===== src/hw/rtl/efws_pkg.sv =====
// Shared types and constants for the earliest-free worker scheduler.
package efws_pkg;

  localparam int WORKERS = 16;
  localparam int IDX_W   = (WORKERS > 1) ? $clog2(WORKERS) : 1;
  localparam int CNT_W   = $clog2(WORKERS + 1);
  localparam int TIME_W  = 48;
  localparam int DUR_W   = 32;
  localparam int CFG_W   = 5;
  localparam int WIDX_W  = 4;
  localparam int IN_TDATA_W  = 32;
  localparam int OUT_TDATA_W = 56;

  // Search packet handed from cell to cell.
  typedef struct packed {
    logic              valid;
    logic              found;
    logic [CNT_W-1:0]  idx;
    logic [TIME_W-1:0] ftime;
  } search_t;

  // Free-time write broadcast to all cells.
  typedef struct packed {
    logic              en;
    logic [CNT_W-1:0]  idx;
    logic [TIME_W-1:0] value;
  } update_t;

  // Clamp the register value to 1..WORKERS.
  function automatic logic [CNT_W-1:0] clamp_count(input logic [CFG_W-1:0] v);
    logic [CNT_W-1:0] r;
    if (v == '0) begin
      r = CNT_W'(1);
    end else if (int'(v) > WORKERS) begin
      r = CNT_W'(WORKERS);
    end else begin
      r = CNT_W'(v);
    end
    return r;
  endfunction

endpackage


===== src/hw/rtl/efws_cell.sv =====
// One worker cell: holds a free time and refines the passing search packet.
module efws_cell (
  input  logic                      clk,
  input  logic                      rst,
  input  logic [efws_pkg::CNT_W-1:0] idx,
  input  logic [efws_pkg::CNT_W-1:0] active_cnt,
  input  efws_pkg::search_t         search_in,
  output efws_pkg::search_t         search_out,
  input  efws_pkg::update_t         upd
);

  logic [efws_pkg::TIME_W-1:0] free_time;
  logic                        active;
  logic                        take;
  efws_pkg::search_t           search_next;

  assign active = idx < active_cnt;
  // strict compare keeps the lower worker on ties
  assign take = search_in.valid && active &&
                (!search_in.found || (free_time < search_in.ftime));

  always_comb begin
    search_next = search_in;
    if (take) begin
      search_next.found = 1'b1;
      search_next.idx   = idx;
      search_next.ftime = free_time;
    end
  end

  always_ff @(posedge clk) begin
    if (rst) begin
      free_time        <= '0;
      search_out.valid <= 1'b0;
    end else begin
      search_out.valid <= search_next.valid;
      if (upd.en && (upd.idx == idx)) begin
        free_time <= upd.value;
      end
    end
    search_out.found <= search_next.found;
    search_out.idx   <= search_next.idx;
    search_out.ftime <= search_next.ftime;
  end

endmodule


===== src/hw/rtl/earliest_free_worker_scheduler_top.sv =====
// Top level of the earliest-free worker scheduler: cell chain, control and output register.
//
//   channel   direction  handshake            payload
//   s_*       in         s_tvalid / s_tready  s_tdata[31:0] job_duration
//   m_*       out        m_tvalid / m_tready  m_tdata[3:0] worker_index, [51:4] start_time
//   cfg_*     in         cfg_wr_en            cfg_wr_data[4:0] active_workers
//
// A job passes these steps from transfer in to the next possible transfer in: the
// inject register, the search packet walks the WORKERS cells one per cycle, then the
// capture of the winner and the load of the output register, back in IDLE after that.
// The input takes no new job before the block is back in IDLE.
// Reset clears all free times and sets the active count to WORKERS.
// While a result waits, the next finished job stays in HOLD and the input is blocked;
// its free-time write is issued as it moves into the output register.
module earliest_free_worker_scheduler_top (
  input  logic                                clk,
  input  logic                                rst,
  input  logic                                s_tvalid,
  output logic                                s_tready,
  input  logic [efws_pkg::IN_TDATA_W-1:0]     s_tdata,   // [31:0] job_duration
  output logic                                m_tvalid,
  input  logic                                m_tready,
  output logic [efws_pkg::OUT_TDATA_W-1:0]    m_tdata,   // [3:0] worker_index, [51:4] start_time
  input  logic                                cfg_wr_en,
  input  logic [efws_pkg::CFG_W-1:0]          cfg_wr_data // [4:0] active_workers
);

  typedef enum logic [1:0] {IDLE, SCAN, HOLD} state_t;

  state_t                        state;
  logic                          inject;
  logic [efws_pkg::DUR_W-1:0]    dur;
  logic [efws_pkg::CNT_W-1:0]    active_cnt;
  logic [efws_pkg::CNT_W-1:0]    best_idx;
  logic [efws_pkg::TIME_W-1:0]   best_time;
  logic [efws_pkg::TIME_W:0]     sum;
  logic [efws_pkg::TIME_W-1:0]   sum_sat;
  logic                          out_free;
  efws_pkg::update_t             upd;
  efws_pkg::search_t             links [efws_pkg::WORKERS+1];
  logic [efws_pkg::WORKERS-1:0]  link_valid;
  efws_pkg::search_t             last;

  assign s_tready = (state == IDLE);
  assign out_free = !m_tvalid || m_tready;
  assign last     = links[efws_pkg::WORKERS];

  assign sum     = {1'b0, best_time} + {{(efws_pkg::TIME_W+1-efws_pkg::DUR_W){1'b0}}, dur};
  assign sum_sat = sum[efws_pkg::TIME_W] ? {efws_pkg::TIME_W{1'b1}}
                                         : sum[efws_pkg::TIME_W-1:0];

  always_comb begin
    links[0]       = '0;
    links[0].valid = inject;
  end

  for (genvar i = 0; i < efws_pkg::WORKERS; i++) begin : g_cell
    efws_cell u_cell (
      .clk        (clk),
      .rst        (rst),
      .idx        (efws_pkg::CNT_W'(i)),
      .active_cnt (active_cnt),
      .search_in  (links[i]),
      .search_out (links[i+1]),
      .upd        (upd)
    );
    assign link_valid[i] = links[i+1].valid;
  end

  always_ff @(posedge clk) begin
    if (rst) begin
      state      <= IDLE;
      inject     <= 1'b0;
      m_tvalid   <= 1'b0;
      upd.en     <= 1'b0;
      active_cnt <= efws_pkg::CNT_W'(efws_pkg::WORKERS);
    end else begin
      inject <= 1'b0;
      upd.en <= 1'b0;
      if (cfg_wr_en) begin
        active_cnt <= efws_pkg::clamp_count(cfg_wr_data);
      end
      if (m_tvalid && m_tready) begin
        m_tvalid <= 1'b0;
      end
      unique case (state)
        IDLE: begin
          if (s_tvalid) begin
            inject <= 1'b1;
            state  <= SCAN;
          end
        end
        SCAN: begin
          if (last.valid) begin
            state <= HOLD;
          end
        end
        HOLD: begin
          if (out_free) begin
            m_tvalid <= 1'b1;
            upd.en   <= 1'b1;
            state    <= IDLE;
          end
        end
        default: state <= IDLE;
      endcase
    end
    if (s_tvalid && s_tready) begin
      dur <= s_tdata[efws_pkg::DUR_W-1:0];
    end
    if (state == SCAN && last.valid) begin
      best_idx  <= last.idx;
      best_time <= last.ftime;
    end
    if (state == HOLD && out_free) begin
      m_tdata   <= {(efws_pkg::OUT_TDATA_W-efws_pkg::WIDX_W-efws_pkg::TIME_W)'(0),
                    best_time, efws_pkg::WIDX_W'(best_idx)};
      upd.idx   <= best_idx;
      upd.value <= sum_sat;
    end
  end

  // only one search packet is ever in the chain
  assert property (@(posedge clk) disable iff (rst) $onehot0(link_valid))
    else $error("more than one search packet in the cell chain");

  assert property (@(posedge clk) disable iff (rst) last.valid |-> state == SCAN)
    else $error("search packet left the chain outside a scan");

  assert property (@(posedge clk) disable iff (rst) upd.en |-> m_tvalid && state == IDLE)
    else $error("free-time write without a matching result");

  assert property (@(posedge clk) disable iff (rst) (s_tvalid && s_tready) |=> inject)
    else $error("accepted job did not start a scan");

  assert property (@(posedge clk) disable iff (rst) last.valid |-> last.found)
    else $error("scan finished without selecting a worker");

endmodule

===== config.mk =====
export PLATFORM = sky130hd
export DESIGN_NAME = earliest_free_worker_scheduler_top
export DESIGN_NICKNAME = d
export VERILOG_FILES = /design/src/hw/rtl/efws_pkg.sv /design/src/hw/rtl/efws_cell.sv /design/src/hw/rtl/earliest_free_worker_scheduler_top.sv
export SDC_FILE = /design/constraint.sdc
export NUM_CORES = 2
export LEC_CHECK = 0
export BUFFER_PORTS_ARGS = -buffer_cell sky130_fd_sc_hd__clkbuf_2
export CAP_MARGIN = 10
export CORE_MARGIN = 5
export CORE_UTILIZATION = 50
export DETAILED_ROUTE_END_ITERATION = 10
export PLACE_DENSITY = 0.65
export SYNTH_ARGS = -nofsm -noshare
export SYNTH_HDL_FRONTEND = slang
export SYNTH_HIERARCHICAL = 1
export SYNTH_SLANG_ARGS = --single-unit

===== constraint.sdc =====
create_clock -name clk -period 7.6 [get_ports clk]
set_input_delay 1.9 -clock clk [delete_from_list [all_inputs] [get_ports clk]]
set_output_delay 1.9 -clock clk [all_outputs]
set_load 0.02 [all_outputs]

* Word-level counts from Yosys, hierarchy flattened *
Cells that the tools add are included.

word-level totals
  register bits after elaboration = 1847
  word-level logic and storage cells = 261
  input port bits = 42
  output and inout bits = 58

cells by class
  equality and inequality tests = 20
  bitwise logic cells = 2
  magnitude comparators = 32
  reduce and logical (&&, ||, !) cells = 89
  multiplexer cells = 27
  add/sub/neg operators = 1

operator list
  kind                                                                         count
  48-bit less-than comparator                                                  15
  48-bit 2-to-1 mux                                                            15
  54-bit 2-to-1 mux                                                            1
  1-bit logical AND                                                            51
  48-bit by 32-bit adder with 49-bit output                                    1
  5-bit by 4-bit == test with 1-bit output, second input constant              8
  4-bit by 5-bit less-than comparator with 1-bit output, first input constant  8
  5-bit by 3-bit == test with 1-bit output, second input constant              4
  3-bit by 5-bit less-than comparator with 1-bit output, first input constant  4
  1-bit zero test                                                              16
  1-bit logical OR                                                             16
  5-bit by 2-bit == test with 1-bit output, second input constant              2
  5-bit zero test                                                              2
  1-bit by 5-bit less-than comparator with 1-bit output, first input constant  2
  2-bit by 5-bit less-than comparator with 1-bit output, first input constant  2
  5-bit 2-to-1 mux                                                             2
  2-bit 2-to-1 mux                                                             3
  2-bit one-hot mux with 3 select lines                                        1
  5-bit by 1-bit == test with 1-bit output, second input constant              1
  5-bit > comparator, second input constant                                    1
  1-bit 2-to-1 mux                                                             5
  2-bit != test, second input constant                                         2
  2-bit OR reduction                                                           2
  3-bit AND reduction                                                          1
  5 further kinds                                                              6

* Depth between registers and ports, before layout *
  word-level depth = 4
  mapped depth = 10
  mapped depth without buffers = 9

* By module *
Netlist, hierarchy kept.

by module, submodules not included
  module                              instances  cells an instance  sequential area each (sq um)  area each (sq um)
  efws_cell                           16         461                2062.0                        4971.0
  earliest_free_worker_scheduler_top  1          632                5785.5                        8558.2

* Worst setup path before layout *
No wires, ideal clock.

  path kind = in2reg
  start point = input port m_tready
  end point = register m_tdata[10] (netlist bit), enable pin
  stages = 2
  arrival time = 6.150 ns
  data required time = 7.038 ns
  setup time = 0.562 ns
  setup slack = 0.889 ns
  path through = nor2b_1 nor2_1

between the ends
  cells in the longest elaborated chain, start to end = 2

ends and longest elaborated chain
  item                  RTL line                                   text
  from (decl)           earliest_free_worker_scheduler_top.sv:22   input logic m_tready,
  1-bit logical OR      earliest_free_worker_scheduler_top.sv:45   assign out_free = !m_tvalid || m_tready;
  1-bit logical AND     earliest_free_worker_scheduler_top.sv:115  if (state == HOLD && out_free) begin
  to (signal assigned)  earliest_free_worker_scheduler_top.sv:116  m_tdata <= {(efws_pkg::OUT_TDATA_W-efws_pkg::WIDX_W-efws_pkg::TIME_W)'(0),
  to (decl)             earliest_free_worker_scheduler_top.sv:23   output logic [efws_pkg::OUT_TDATA_W-1:0] m_tdata,

Every way passes these cells.
A chain may end at the register's enable or synchronous reset.

==> metrics.txt <==
status complete, no violations; CTS tree yes; unrepaired setup endpoints after global routing no; fraction of layout cells with a size suffix above 1 0.1612; H-Tree Depth 4; Power Total 21.30 mW; Fillers 14,808; CP top delay family simple AND/OR/NAND/NOR gates; clock-pin transition on the worst setup and hold timing paths 0.06 ns; Antenna Nets Post-Route 0; Port Buf Inserts 95; Syn Inst Count 8,006; Post-CTS Hold Buffers 0; startpoint types register; CP bufs+invs 1; effective utilization at floorplan 0.5012; die area 184,600 um^2; Slew @ Worst Pin 1.210 ns; Final WS setup 3.439 ns; pre-CTS WS 3.374 ns; crit share post-route 0.5475; Max stage delay cell, worst path nand3_4; DRC 0; total track usage 0.1808; maximum vdd drop 0.2241 mV; Fin Hold WS 0.3972 ns; dpl cells 10,550; drt total wl 168,300 um; mean post-synth cell area 11.00 um^2; detailed-placement wirelength estimate 122,100 um; MaxCap Viol Count 0; worst skew pair latency 0.80 ns; Final Instance Count excl. Fillers 10,891; TNS Setup 0 ns; largest net degree at the start of global routing 178; Tightest Hold Check Type register to register; Largest stage delay, worst path 0.91 ns; clk buf depth 3; core area 175,700 um^2; critical path capture point type register; max_slew headroom 0.1934; I/O pins 100; first-pass GRT wire length 280,700 um; Netlist Area Pre-Place 88,070 um^2; fin nets 9,293; Routed wire per std cell 15.45 um; vias per cell 5.021; Data required, critical path 8.27 ns; Pwr Density 217.8 nW/um^2; min cycle time layout 4.161 ns; total gr overflow 0; Clock Sinks 1,843; TritonCTS Buffers 190; Leak 44.86 nW; CTS-repair resized insts 0; Max Transition Viols Final 0; Core Rows 154; Hold Path Cell Cnt 0; peak fanout along the critical path 53; Fmax 0.2403 GHz; Final Hold Vio Count 0; DR iter-0 viols 2,274; vias post-DR 54,679; Die Y 429.7 um; DIE WIDTH 429.7 um; number of diodes 0; FF-to-FF path depth 8; setup bufs post-CTS 0; vias in the first global route 55,835; clock root buffer clkbuf_16; Crit Path Category register to register; # setup viols final 0; antenna violations before repair 1; crit path DAT 4.83 ns; Cell Chain, Critical Path inv_1, ha_1, a21o_1, a21oi_1, o21ai_0, nor2_1, nand3_4, mux2_4; TritonRoute pass-1 iters 7; synth warn 6; Layout area overhead 11.05%; clk_skew 0.02750 ns; routability cong. 0.8943; Crit. path cell count 8
==> state kept, by name, indices dropped and copies added (netlist names), 5 cells and up <==
| signal | flops |
|---|---|
| upd | 54 |
| best_idx | 5 |
| best_time | 48 |
| dur | 32 |
| active_cnt | 5 |
| g_cell.u_cell/free_time | 768 |
| g_cell.u_cell/search_out | 879 |
| m_tdata | 48 |
==> metrics by stage <==
step / utilization / area [um^2]
floorplan: - / 89370
global placement: 0.5209 / 91540
detailed placement: 0.5209 / 91540
CTS: 0.5566 / 97800
global route: 0.5566 / 97800
finish: 0.5566 / 97800
==> power breakdown <==
part / leakage [nW] / internal (mW) / switching [mW]
clock network: 3.11 / 5.46 / 3.72
registers: 15.4 / 10.3 / 0.244
logic: 26.4 / 0.887 / 0.684
==> metal layers <==
layer	GRT usage	vias to the layer above	share of wire
met4	0.05835	0	0.029
met5	0	-	0
met1	0.2285	25651	0.47
met3	0.02448	320	0.028
met2	0.3191	659	0.48
li1	-	28049	-
==> path summary, 6_finish.rpt <==
| path | startpoint | to | slack [ns] |
|---|---|---|---|
| max | active_cnt[1] | g_cell[1].u_cell/search_out[37] | 3.44 |
| min | g_cell[15].u_cell/search_out[22] | best_time[22] | 0.40 |
| max reg2reg | active_cnt[1] | g_cell[1].u_cell/search_out[37] | 3.44 |
| min reg2reg | g_cell[15].u_cell/search_out[22] | best_time[22] | 0.40 |
==> cells in the final DEF, fill, tap and decap left out, types with 18 or more instances in the layout <==
master / count
dfxtp_1: 1657
nand2b_1: 70
mux2i_1: 769
nand3_1: 127
nor3_1: 56
buf_4: 43
clkbuf_16: 197
xnor2_1: 30
a211oi_1: 55
and4_1: 36
clkinv_2: 35
mux2_4: 800
nor4_1: 18
nand2_1: 254
a2111oi_0: 18
mux2_2: 51
a21oi_1: 340
o21ai_0: 86
ha_1: 848
conb_1: 348
inv_1: 824
nor2_1: 939
clkbuf_8: 45
xor2_1: 72
clkbuf_1: 39
clkbuf_2: 95
a21o_1: 54
edfxtp_1: 186
nand4_1: 125
a21boi_0: 18
o31ai_1: 23
nor2b_1: 26
==> worst register-to-register path, cell delays in order, from the launching register on <==
cell and delay, ns:
dfxtp_1 0.81, inv_1 0.12, ha_1 0.32, a21o_1 0.15, a21oi_1 0.13, o21ai_0 0.39, nor2_1 0.53, nand3_4 0.91
mux2_4 0.67
==> final cells by class <==
cell class / count / area, um^2 / share of cell area
clock inverters: 59 / 559.3 / 0.005719
repair buffers: 140 / 848.3 / 0.008674
multi-input cells: 5403 / 45920 / 0.4695
flip-flops and latches: 1843 / 38760 / 0.3963
clock buffers: 282 / 5700 / 0.05829
well taps: 2340 / 2928 / 0.02994
inverters: 824 / 3093 / 0.03162
Power figures use the tool's default switching activity.
